[config.mk]
export PLATFORM = sky130hd
export DESIGN_NAME = pid_controller_clamped
export DESIGN_NICKNAME = d
export VERILOG_FILES = /design/src/hw/rtl/pidc_pkg.sv /design/src/hw/rtl/pidc_alu.sv /design/src/hw/rtl/pidc_core.sv /design/src/hw/rtl/pid_controller_clamped.sv
export VERILOG_INCLUDE_DIRS = /design/src /design/src/hw/rtl
export SDC_FILE = /design/constraint.sdc
export NUM_CORES = 2
export LEC_CHECK = 0
export BUFFER_PORTS_ARGS = -buffer_cell sky130_fd_sc_hd__buf_2
export CAP_MARGIN = 20
export CORE_MARGIN = 5
export CORE_UTILIZATION = 55
export DETAILED_ROUTE_END_ITERATION = 8
export GPL_TIMING_DRIVEN = 0
export PLACE_DENSITY = 0.79
export SLEW_MARGIN = 20
export SYNTH_ARGS = -nofsm -noshare
export SYNTH_HDL_FRONTEND = slang
export SYNTH_HIERARCHICAL = 1
export SYNTH_SLANG_ARGS = --single-unit
export TNS_END_PERCENT = 20
[constraint.sdc]
create_clock -name clock -period 21.1 [get_ports clock]
set_clock_uncertainty 0.15 [all_clocks]
set_input_delay 2.11 -clock clock [delete_from_list [all_inputs] [get_ports clock]]
set_output_delay 2.11 -clock clock [all_outputs]
set_load 0.03 [all_outputs]
[src/hw/rtl/assert_macros.svh]
// Assertion macros shared by the RTL of the PID block.
// Standalone header; needs nothing else.
`ifndef ASSERT_MACROS_SVH
`define ASSERT_MACROS_SVH

// Property that must hold at every clock edge outside reset
`define ASSERT_PROP(label, clk, rst, prop, msg) \
   label: assert property (@(posedge clk) disable iff (rst) (prop)) else $error(msg);

// Condition that must never be seen outside reset
`define ASSERT_NEVER(label, clk, rst, cond, msg) \
   label: assert property (@(posedge clk) disable iff (rst) !(cond)) else $error(msg);

`endif

[src/hw/rtl/pidc_pkg.sv]
// Types and constants of the clamped PID controller.
// Used by pidc_alu, pidc_core and pid_controller_clamped.
package pidc_pkg;

   // default integrator width (Q(n-16).16)
   localparam int INTEGRAL_WIDTH_DEF = 40;

   localparam int DATA_W    = 16;
   localparam int CSR_IDX_W = 3;

   // register indexes
   localparam logic [CSR_IDX_W-1:0] CSR_GAIN_P  = 3'd0;
   localparam logic [CSR_IDX_W-1:0] CSR_GAIN_I  = 3'd1;
   localparam logic [CSR_IDX_W-1:0] CSR_GAIN_D  = 3'd2;
   localparam logic [CSR_IDX_W-1:0] CSR_OUT_MAX = 3'd3;
   localparam logic [CSR_IDX_W-1:0] CSR_OUT_MIN = 3'd4;

   // datapath widths
   localparam int SUM_W      = 56;   // Q.16 sum of the three terms
   localparam int DIFF_W     = 17;   // error minus previous error
   localparam int QUO_W      = 24;   // |diff|*256 and the quotient
   localparam int DERIV_W    = 25;   // signed derivative
   localparam int MUL_A_W    = 17;
   localparam int MUL_B_W    = 33;
   localparam int PROD_W     = MUL_A_W + MUL_B_W;
   localparam int MAG_W      = 64;   // integrator magnitude, widest case
   localparam int KLO_W      = 32;   // low slice of the magnitude
   localparam int KHI_W      = 21;   // next slice; anything above saturates
   localparam int STEP_CNT_W = 5;

   // integral term saturates at 2^52; high partial product limit 2^20
   localparam logic [SUM_W-1:0]  KI_LIMIT  = 56'h10_0000_0000_0000;
   localparam logic [PROD_W-1:0] KHI_LIMIT = 50'd1048576;

   typedef struct packed {
      logic        [DATA_W-1:0] gain_p;
      logic        [DATA_W-1:0] gain_i;
      logic        [DATA_W-1:0] gain_d;
      logic signed [DATA_W-1:0] out_max;
      logic signed [DATA_W-1:0] out_min;
   } cfg_type;

endpackage

[src/hw/rtl/pidc_alu.sv]
// Shared arithmetic unit: registered 17x33 signed multiplier and one wide adder.
// Depends on pidc_pkg.
module pidc_alu import pidc_pkg::*; #(
   parameter int ADD_W = 58
) (
   input  logic                     clock,
   input  logic                     mul_go,
   input  logic signed [MUL_A_W-1:0] mul_a,
   input  logic signed [MUL_B_W-1:0] mul_b,
   output logic signed [PROD_W-1:0]  prod,
   input  logic signed [ADD_W-1:0]   add_a,
   input  logic signed [ADD_W-1:0]   add_b,
   input  logic                     add_sub,
   output logic signed [ADD_W-1:0]   add_res
);

   logic signed [PROD_W-1:0] prod_ff;

   // product register, loaded only when a multiply is issued
   always_ff @(posedge clock) begin
      if (mul_go) begin
         prod_ff <= mul_a * mul_b;
      end
   end

   assign prod = prod_ff;

   // add or subtract
   assign add_res = add_sub ? (add_a - add_b) : (add_a + add_b);

endmodule

[src/hw/rtl/pidc_core.sv]
// Sequencer and working registers of the PID controller; drives the shared ALU.
// Depends on pidc_pkg and pidc_alu.
module pidc_core import pidc_pkg::*; #(
   parameter int INTEGRAL_WIDTH = INTEGRAL_WIDTH_DEF
) (
   input  logic                     clock,
   input  logic                     reset,
   input  cfg_type                  cfg,
   input  logic                     in_valid,
   output logic                     in_ready,
   input  logic signed [DATA_W-1:0] in_error,
   input  logic        [DATA_W-1:0] in_step,
   output logic                     out_valid,
   input  logic                     out_ready,
   output logic        [DATA_W-1:0] out_data
);

   localparam int IW    = INTEGRAL_WIDTH;
   localparam int ADD_W = (IW + 2 > SUM_W + 2) ? IW + 2 : SUM_W + 2;

   // sequencer states
   localparam logic [3:0] S_IDLE  = 4'd0;
   localparam logic [3:0] S_DIFF  = 4'd1;
   localparam logic [3:0] S_INTEG = 4'd2;
   localparam logic [3:0] S_PACC  = 4'd3;
   localparam logic [3:0] S_MAG   = 4'd4;
   localparam logic [3:0] S_DIV   = 4'd5;
   localparam logic [3:0] S_DSGN  = 4'd6;
   localparam logic [3:0] S_DMUL  = 4'd7;
   localparam logic [3:0] S_DACC  = 4'd8;
   localparam logic [3:0] S_KHI   = 4'd9;
   localparam logic [3:0] S_KLO   = 4'd10;
   localparam logic [3:0] S_KACC  = 4'd11;
   localparam logic [3:0] S_CLAMP = 4'd12;
   localparam logic [3:0] S_DONE  = 4'd13;

   localparam logic signed [IW-1:0] INT_MAX = {1'b0, {(IW-1){1'b1}}};
   localparam logic signed [IW-1:0] INT_MIN = {1'b1, {(IW-1){1'b0}}};

   logic [3:0] state_ff, state_in;
   logic signed [DATA_W-1:0]  err_ff, err_in;
   logic        [DATA_W-1:0]  step_ff, step_in;
   logic signed [DATA_W-1:0]  last_err_ff, last_err_in;
   logic signed [IW-1:0]      integ_ff, integ_in;
   logic signed [DIFF_W-1:0]  diff_ff, diff_in;
   logic                      dneg_ff, dneg_in;
   logic        [QUO_W-1:0]   quo_ff, quo_in;
   logic        [DATA_W-1:0]  rem_ff, rem_in;
   logic [STEP_CNT_W-1:0]     cnt_ff, cnt_in;
   logic signed [DERIV_W-1:0] deriv_ff, deriv_in;
   logic        [IW-1:0]      mag_ff, mag_in;
   logic                      ineg_ff, ineg_in;
   logic        [SUM_W-1:0]   kt_ff, kt_in;
   logic                      ksat_ff, ksat_in;
   logic signed [SUM_W-1:0]   sum_ff, sum_in;
   logic        [DATA_W-1:0]  res_ff, res_in;
   logic                      out_valid_ff, out_valid_in;
   logic        [DATA_W-1:0]  out_data_ff, out_data_in;

   // ALU hookup
   logic                      mul_go;
   logic signed [MUL_A_W-1:0] mul_a;
   logic signed [MUL_B_W-1:0] mul_b;
   logic signed [PROD_W-1:0]  prod;
   logic signed [ADD_W-1:0]   add_a, add_b, add_res;
   logic                      add_sub;

   // helpers
   logic [MAG_W-1:0]         mag64;
   logic [DATA_W:0]          shifted;
   logic [DATA_W-1:0]        dmag;
   logic                     int_ovf;
   logic [SUM_W-1:0]         kclip;
   logic signed [SUM_W-1:0]  hi_bound, lo_bound;
   logic                     round_up;

   pidc_alu #(.ADD_W(ADD_W)) u_alu (
      .clock   (clock),
      .mul_go  (mul_go),
      .mul_a   (mul_a),
      .mul_b   (mul_b),
      .prod    (prod),
      .add_a   (add_a),
      .add_b   (add_b),
      .add_sub (add_sub),
      .add_res (add_res)
   );

   assign mag64    = MAG_W'(mag_ff);
   assign shifted  = {rem_ff, quo_ff[QUO_W-1]};
   assign dmag     = diff_ff[DIFF_W-1] ? add_res[DATA_W-1:0] : diff_ff[DATA_W-1:0];
   assign int_ovf  = (add_res[ADD_W-1:IW-1] != '0) && (add_res[ADD_W-1:IW-1] != '1);
   assign kclip    = (ksat_ff || (kt_ff > KI_LIMIT)) ? KI_LIMIT : kt_ff;
   assign hi_bound = {{(SUM_W-32){cfg.out_max[DATA_W-1]}}, cfg.out_max, 16'h0000};
   assign lo_bound = {{(SUM_W-32){cfg.out_min[DATA_W-1]}}, cfg.out_min, 16'h0000};
   assign round_up = sum_ff[SUM_W-1] && (sum_ff[15:0] != 16'h0000);

   // sequencer and datapath control
   always_comb begin
      state_in     = state_ff;
      err_in       = err_ff;
      step_in      = step_ff;
      last_err_in  = last_err_ff;
      integ_in     = integ_ff;
      diff_in      = diff_ff;
      dneg_in      = dneg_ff;
      quo_in       = quo_ff;
      rem_in       = rem_ff;
      cnt_in       = cnt_ff;
      deriv_in     = deriv_ff;
      mag_in       = mag_ff;
      ineg_in      = ineg_ff;
      kt_in        = kt_ff;
      ksat_in      = ksat_ff;
      sum_in       = sum_ff;
      res_in       = res_ff;
      out_valid_in = out_valid_ff;
      out_data_in  = out_data_ff;
      mul_go       = 1'b0;
      mul_a        = '0;
      mul_b        = '0;
      add_a        = '0;
      add_b        = '0;
      add_sub      = 1'b0;

      // result taken downstream
      if (out_valid_ff && out_ready) begin
         out_valid_in = 1'b0;
      end

      case (state_ff)
         S_IDLE: begin
            if (in_valid) begin
               err_in   = in_error;
               step_in  = in_step;
               state_in = S_DIFF;
            end
         end
         S_DIFF: begin
            // diff = e - last_e ; issue e * dt
            add_a    = ADD_W'(err_ff);
            add_b    = ADD_W'(last_err_ff);
            add_sub  = 1'b1;
            diff_in  = add_res[DIFF_W-1:0];
            mul_go   = 1'b1;
            mul_a    = signed'({1'b0, step_ff});
            mul_b    = MUL_B_W'(err_ff);
            state_in = S_INTEG;
         end
         S_INTEG: begin
            // saturating integrator update ; issue Kp * e
            add_a       = ADD_W'(integ_ff);
            add_b       = ADD_W'(prod);
            integ_in    = int_ovf ? (add_res[ADD_W-1] ? INT_MIN : INT_MAX)
                                  : add_res[IW-1:0];
            last_err_in = err_ff;
            mul_go      = 1'b1;
            mul_a       = signed'({1'b0, cfg.gain_p});
            mul_b       = MUL_B_W'(err_ff);
            state_in    = S_PACC;
         end
         S_PACC: begin
            // P term into the sum ; |diff| for the divider
            sum_in   = SUM_W'(prod) <<< 8;
            add_b    = ADD_W'(diff_ff);
            add_sub  = 1'b1;
            dneg_in  = diff_ff[DIFF_W-1];
            quo_in   = (step_ff == '0) ? '0 : {dmag, 8'h00};
            rem_in   = '0;
            cnt_in   = '0;
            state_in = S_MAG;
         end
         S_MAG: begin
            // integrator magnitude and sign
            add_b    = ADD_W'(integ_ff);
            add_sub  = 1'b1;
            ineg_in  = integ_ff[IW-1];
            mag_in   = integ_ff[IW-1] ? add_res[IW-1:0] : $unsigned(integ_ff);
            state_in = (step_ff == '0) ? S_DSGN : S_DIV;
         end
         S_DIV: begin
            // one restoring divide step per cycle
            add_a   = ADD_W'(shifted);
            add_b   = ADD_W'(step_ff);
            add_sub = 1'b1;
            if (!add_res[ADD_W-1]) begin
               rem_in = add_res[DATA_W-1:0];
               quo_in = {quo_ff[QUO_W-2:0], 1'b1};
            end else begin
               rem_in = shifted[DATA_W-1:0];
               quo_in = {quo_ff[QUO_W-2:0], 1'b0};
            end
            cnt_in = cnt_ff + 1'b1;
            if (cnt_ff == STEP_CNT_W'(QUO_W - 1)) begin
               state_in = S_DSGN;
            end
         end
         S_DSGN: begin
            // apply sign to the quotient
            add_b    = ADD_W'(quo_ff);
            add_sub  = dneg_ff;
            deriv_in = add_res[DERIV_W-1:0];
            state_in = S_DMUL;
         end
         S_DMUL: begin
            mul_go   = 1'b1;
            mul_a    = signed'({1'b0, cfg.gain_d});
            mul_b    = MUL_B_W'(deriv_ff);
            state_in = S_DACC;
         end
         S_DACC: begin
            // D term into the sum ; issue Ki * magnitude high slice
            add_a    = ADD_W'(sum_ff);
            add_b    = ADD_W'(prod) <<< 8;
            sum_in   = add_res[SUM_W-1:0];
            ksat_in  = (cfg.gain_i != '0) && (mag64[MAG_W-1:KLO_W+KHI_W] != '0);
            mul_go   = 1'b1;
            mul_a    = signed'({1'b0, cfg.gain_i});
            mul_b    = MUL_B_W'(mag64[KLO_W+KHI_W-1:KLO_W]);
            state_in = S_KHI;
         end
         S_KHI: begin
            // high partial product ; issue Ki * low slice
            if ($unsigned(prod) > KHI_LIMIT) begin
               ksat_in = 1'b1;
            end
            kt_in    = SUM_W'({prod[KHI_W-1:0], {KLO_W{1'b0}}});
            mul_go   = 1'b1;
            mul_a    = signed'({1'b0, cfg.gain_i});
            mul_b    = MUL_B_W'(mag64[KLO_W-1:0]);
            state_in = S_KLO;
         end
         S_KLO: begin
            add_a    = ADD_W'(kt_ff);
            add_b    = ADD_W'(prod);
            kt_in    = add_res[SUM_W-1:0];
            state_in = S_KACC;
         end
         S_KACC: begin
            // saturated I term, signed by the integrator
            add_a    = ADD_W'(sum_ff);
            add_b    = ADD_W'(kclip);
            add_sub  = ineg_ff;
            sum_in   = add_res[SUM_W-1:0];
            state_in = S_CLAMP;
         end
         S_CLAMP: begin
            // max checked first, then min, else truncate toward zero
            add_a = ADD_W'(sum_ff >>> 16);
            add_b = ADD_W'(round_up);
            if (sum_ff > hi_bound) begin
               res_in = cfg.out_max;
            end else if (sum_ff < lo_bound) begin
               res_in = cfg.out_min;
            end else begin
               res_in = add_res[DATA_W-1:0];
            end
            state_in = S_DONE;
         end
         S_DONE: begin
            if (!out_valid_ff || out_ready) begin
               out_valid_in = 1'b1;
               out_data_in  = res_ff;
               state_in     = S_IDLE;
            end
         end
         default: begin
            state_in = S_IDLE;
         end
      endcase
   end

   // control and state registers
   always_ff @(posedge clock) begin
      if (reset) begin
         state_ff     <= S_IDLE;
         out_valid_ff <= 1'b0;
         last_err_ff  <= '0;
         integ_ff     <= '0;
      end else begin
         state_ff     <= state_in;
         out_valid_ff <= out_valid_in;
         last_err_ff  <= last_err_in;
         integ_ff     <= integ_in;
      end
   end

   // working registers
   always_ff @(posedge clock) begin
      err_ff      <= err_in;
      step_ff     <= step_in;
      diff_ff     <= diff_in;
      dneg_ff     <= dneg_in;
      quo_ff      <= quo_in;
      rem_ff      <= rem_in;
      cnt_ff      <= cnt_in;
      deriv_ff    <= deriv_in;
      mag_ff      <= mag_in;
      ineg_ff     <= ineg_in;
      kt_ff       <= kt_in;
      ksat_ff     <= ksat_in;
      sum_ff      <= sum_in;
      res_ff      <= res_in;
      out_data_ff <= out_data_in;
   end

   assign in_ready  = (state_ff == S_IDLE);
   assign out_valid = out_valid_ff;
   assign out_data  = out_data_ff;

endmodule

[src/hw/rtl/pid_controller_clamped.sv]
// An accepted item runs through the sequencer states, with the 24-step restoring divide
// for the derivative (skipped when step_time is zero) on the single shared adder; no new
// item is taken until the result has moved to the output register.
// A finished result waits in the output register while the next item is taken.
// Reset (synchronous, active high): gains 0, out_max 32767, out_min -32768,
// previous error and integrator cleared, no result pending.
`include "assert_macros.svh"

module pid_controller_clamped import pidc_pkg::*; #(
   parameter int INTEGRAL_WIDTH = INTEGRAL_WIDTH_DEF
) (
   input  logic                 clock,
   input  logic                 reset,
   // input items
   input  logic                 req_tvalid,
   output logic                 req_tready,
   input  logic [31:0]          req_tdata,   // [15:0] error_sample, [31:16] step_time
   // result items
   output logic                 rsp_tvalid,
   input  logic                 rsp_tready,
   output logic [DATA_W-1:0]    rsp_tdata,   // [15:0] control_out
   // register writes
   input  logic                 csr_valid,
   output logic                 csr_ready,
   input  logic [CSR_IDX_W-1:0] csr_index,
   input  logic [DATA_W-1:0]    csr_data
);

   cfg_type cfg_ff, cfg_in;

   // register write decode
   always_comb begin
      cfg_in = cfg_ff;
      if (csr_valid) begin
         case (csr_index)
            CSR_GAIN_P:  cfg_in.gain_p  = csr_data;
            CSR_GAIN_I:  cfg_in.gain_i  = csr_data;
            CSR_GAIN_D:  cfg_in.gain_d  = csr_data;
            CSR_OUT_MAX: cfg_in.out_max = csr_data;
            CSR_OUT_MIN: cfg_in.out_min = csr_data;
            default: begin
               cfg_in = cfg_ff;
            end
         endcase
      end
   end

   always_ff @(posedge clock) begin
      if (reset) begin
         cfg_ff.gain_p  <= '0;
         cfg_ff.gain_i  <= '0;
         cfg_ff.gain_d  <= '0;
         cfg_ff.out_max <= 16'sh7FFF;
         cfg_ff.out_min <= 16'sh8000;
      end else begin
         cfg_ff <= cfg_in;
      end
   end

   assign csr_ready = 1'b1;

   pidc_core #(.INTEGRAL_WIDTH(INTEGRAL_WIDTH)) u_core (
      .clock     (clock),
      .reset     (reset),
      .cfg       (cfg_ff),
      .in_valid  (req_tvalid),
      .in_ready  (req_tready),
      .in_error  (req_tdata[15:0]),
      .in_step   (req_tdata[31:16]),
      .out_valid (rsp_tvalid),
      .out_ready (rsp_tready),
      .out_data  (rsp_tdata)
   );

   // checks
   `ASSERT_PROP(a_busy_after_accept, clock, reset,
      (req_tvalid && req_tready) |=> !req_tready,
      "input still ready after an item was taken")
   `ASSERT_PROP(a_gain_p_write, clock, reset,
      (csr_valid && csr_ready && csr_index == CSR_GAIN_P) |=>
         (cfg_ff.gain_p == $past(csr_data)),
      "gain_p write lost")
   `ASSERT_NEVER(a_cfg_reset_max, clock, reset,
      $fell(reset) && (cfg_ff.out_max != 16'sh7FFF),
      "out_max not at reset value")

endmodule

==> flow_metrics.py <==
metrics = {
    "floorplan": {
        "start_util": 0.554,
        "dieHeight_um": 306,
        "num_io_pins": 75,
        "dieArea_um2": 93400,
        "coreArea_um2": 86800,
        "row_count": 108,
        "fp.dieW_um": 306,
    },
    "routing": {
        "routed_wl_mm": 170,
        "antenna_left": 0,
        "routed_via_density": 6.43,
        "drt_iter0_drc": 5928,
        "avgRoutedWirePerCell_um": 27.1,
        "vias": 40298,
        "drcViolationCount": 17,
        "drt-pass1-iter-count": 9,
    },
    "power_and_ir_drop": {
        "internal-power_mw": 2.78,
        "seq_power_share": 0.277,
        "p_leak_nw": 22.8,
        "p_per_area_nw_per_um2": 103,
        "fin_total_pwr_mw": 5.36,
        "swShare": 0.481,
        "power_frac_comb": 0.556,
        "pwr-share-clk": 0.168,
        "p_sw_mw": 2.58,
        "ir_drop_mv": 0.0737,
    },
    "final_layout": {
        "fin_area_um2": 51900,
        "n_fill_cell": 7238,
        "nets": 5912,
        "syn2layout_area_growth_pct": 7.87,
        "drive_gt1_frac": 0.0682,
    },
    "critical_path": {
        "cp-end-kind": "register",
        "required_ns": 21.28,
        "cp_common_cell": "fa_1",
        "critPathMaxStageDelay_ns": 0.89,
        "worstSetupStartpoint": "u_core/state_ff[2]",
        "arrival_ns": 11.45,
        "crit_type": "reg2reg",
        "cp_slowest_cell": "nor2_1",
        "r2r_end": "u_core/u_alu/prod[49]",
        "cpLargestDelayFamily": "adder cells",
        "crit_path_start_kind": "register",
        "crit_buf_inv": 6,
        "critical_path.max_fanout": 10,
        "reg2reg_depth": 27,
        "rrSetupSlack_ns": 9.83,
        "r2r_start": "u_core/state_ff[2]",
    },
    "clock_tree": {
        "postCtsHoldBufs": 0,
        "cts_sinks": 497,
        "clockBufferDepth": 3,
        "cts.htree.levels": 2,
        "cts-root-buf": "clkbuf_16",
        "cts_repair_resize_count": 0,
        "post_cts_buffers": 0,
        "cts_tree": "built",
        "numCtsBuffers": 50,
        "insertion_delay_ns": 0.62,
        "cts.clk_slew.worst_paths_ns": 0.06,
    },
    "timing": {
        "final.min_clock_period_ns": 11.27,
        "hold_viol_final": 0,
        "rsz0062_at_grt": "no",
        "worst_slew_pin_slew_ns": 1.23,
        "finalSetupViolCount": 0,
        "fin_crit_sh": 0.534,
        "slew_viol_final": 0,
        "clock.fmax_mhz": 88.8,
        "slew_headroom": 0.171,
        "tns_ns": 0,
    },
    "place": {
        "gp_congestion": 1.10,
        "place_area_um2": 50200,
        "io_buffers": 72,
        "detailed_place_hpwl_mm": 136,
    },
    "yosys": {
        "yosysTopAreaCell": "fa_1",
        "synthDistinctLibCells": 91,
        "ys_top_cells_by_area": "fa_1 (22%), edfxtp_1 (22%), ha_1 (6.6%), dfxtp_1 (5.9%), inv_1 (4.7%)",
        "yosysWarnings": 6,
        "synth_ff_type": "edfxtp_1",
        "avgSynthCellArea_um2": 9.77,
        "synth_edf_count": 356,
        "ys_ff_latch": 497,
        "synth.most_common_cell": "inv_1",
        "yosysTopAreaCellShare": 0.224,
        "syn_area_um2": 48100,
        "async_flop_share": 0,
        "ys_top_cells_by_count": "inv_1 (598), nand2_1 (570), fa_1 (537), edfxtp_1 (356), and2_1 (299)",
        "netlist_instances": 4924,
        "ys_seq_area_frac": 0.281,
    },
    "worst_hold_path": {
        "hp-class": "reg2reg",
        "hp-start": "u_core/res_ff[4]",
        "hold_end": "u_core/out_data[4]",
        "whs_path_depth": 0,
    },
    "global_route": {
        "antenna_found_initial": 1,
        "grt_pass1_vias": 40184,
        "grt_max_degree": 57,
        "grt_use_total": 0.355,
        "grt_first_pass_wirelength_mm": 251,
        "grt-ovfl-total": 0,
    },
    "status": {
        "violations": "DRC",
        "status": "complete, but fails checks",
    },
    "job": {
        "maxCapViolations": 0,
    },
}
==> stage by stage <==
| stage | instances | util | hold slack (ns) | worst slack, ns |
|---|---|---|---|---|
| 2_1_floorplan | 4930 | - | 0.250 | 12.43 |
| 3_3_place_gp | 6157 | 0.575 | 0.251 | 9.71 |
| 3_5_place_dp | 6167 | 0.578 | 0.256 | 10.20 |
| 4_1_cts | 6261 | 0.597 | 0.271 | 10.17 |
| 5_1_grt | 6261 | 0.598 | 0.281 | 9.57 |
| 6_report | 6266 | 0.598 | 0.269 | 9.83 |
==> logic make-up (layout without fill, tap and decap cells) <==
group,after synthesis,in the layout,synth area share
flops,497,497,0.281
simple gates,1535,1535,0.158
buf+inv,863,1039,0.0687
fa+ha+maj,792,792,0.290
xor+xnor,169,169,0.0308
mux,255,255,0.0565
other cells,2,13,0.000156
compound gates,811,811,0.115
==> registers in the layout, summed over array words and instances, names as in the netlist, 17 cells and up <==
name / cells
u_core/deriv_ff: 25
u_core/mag_ff: 40
u_core/kt_ff: 56
u_core/diff_ff: 17
u_core/quo_ff: 24
u_core/integ_ff: 40
u_core/u_alu/prod: 50
cfg_ff: 80
u_core/sum_ff: 56
==> layout by cell type, fill, tap and decap left out, types with 143 or more instances in the layout <==
cell,synthesis,final
and2_1,299,298
nand2_1,570,570
fa_1,537,537
a21oi_1,284,284
ha_1,255,255
inv_1,598,598
nor2_1,225,223
mux2i_1,143,143
clkbuf_1,222,227
edfxtp_1,356,356
a22oi_1,143,143
==> worst reg2reg max path: cells and delay by family, from the launching register on <==
family	cells	cell delay, ns
adder cells (fa/ha/maj)	7	3.47
AO/OA/AOI/OAI	8	2.79
AND/OR/NAND/NOR	5	2.02
buffers and inverters	6	1.99
flip-flops	1	0.44
XOR/XNOR	1	0.16
==> worst max-delay path by stage <==
stage,end,depth (start not counted),slack [ns]
finish,u_core/u_alu/prod[49],27,9.83
global route,u_core/u_alu/prod[49],27,9.57
CTS,u_core/u_alu/prod[49],27,10.17
detailed placement,u_core/u_alu/prod[49],27,10.20
global placement,u_core/u_alu/prod[49],27,9.71
floorplan,u_core/u_alu/prod[44],28,12.43
==> power by group through the flow <==
stage,clock (mW),combinational (mW),sequential (mW)
after global routing,0.937,3.20,1.47
after detailed placement,0,2.83,1.48
after CTS,0.896,2.85,1.46
after floorplan,0,1.99,1.34
after global placement,0,2.76,1.48
final,0.898,2.98,1.48
==> metal layers <==
metal | vias up | global-route usage | wire length, um
met3 | 658 | 0.112 | 24500
met5 | - | 0 | 102
met2 | 3014 | 0.532 | 71600
met4 | 4 | 0.212 | 13600
li1 | 17041 | - | -
met1 | 19581 | 0.454 | 60000
==> area by class of cell <==
type | count | area [um^2] | share of cell area
Antenna cell | 5 | 12.5 | 0.000241
Buffer | 263 | 1060 | 0.0205
Clock buffer | 66 | 1410 | 0.0273
Clock inverter | 28 | 226 | 0.00437
Inverter | 600 | 2250 | 0.0434
Multi-Input combinational cell | 3570 | 31400 | 0.605
Sequential cell | 497 | 13500 | 0.260
Tap cell | 1155 | 1450 | 0.0279
Timing Repair Buffer | 82 | 566 | 0.0109
(Power assumes the default switching activity.)
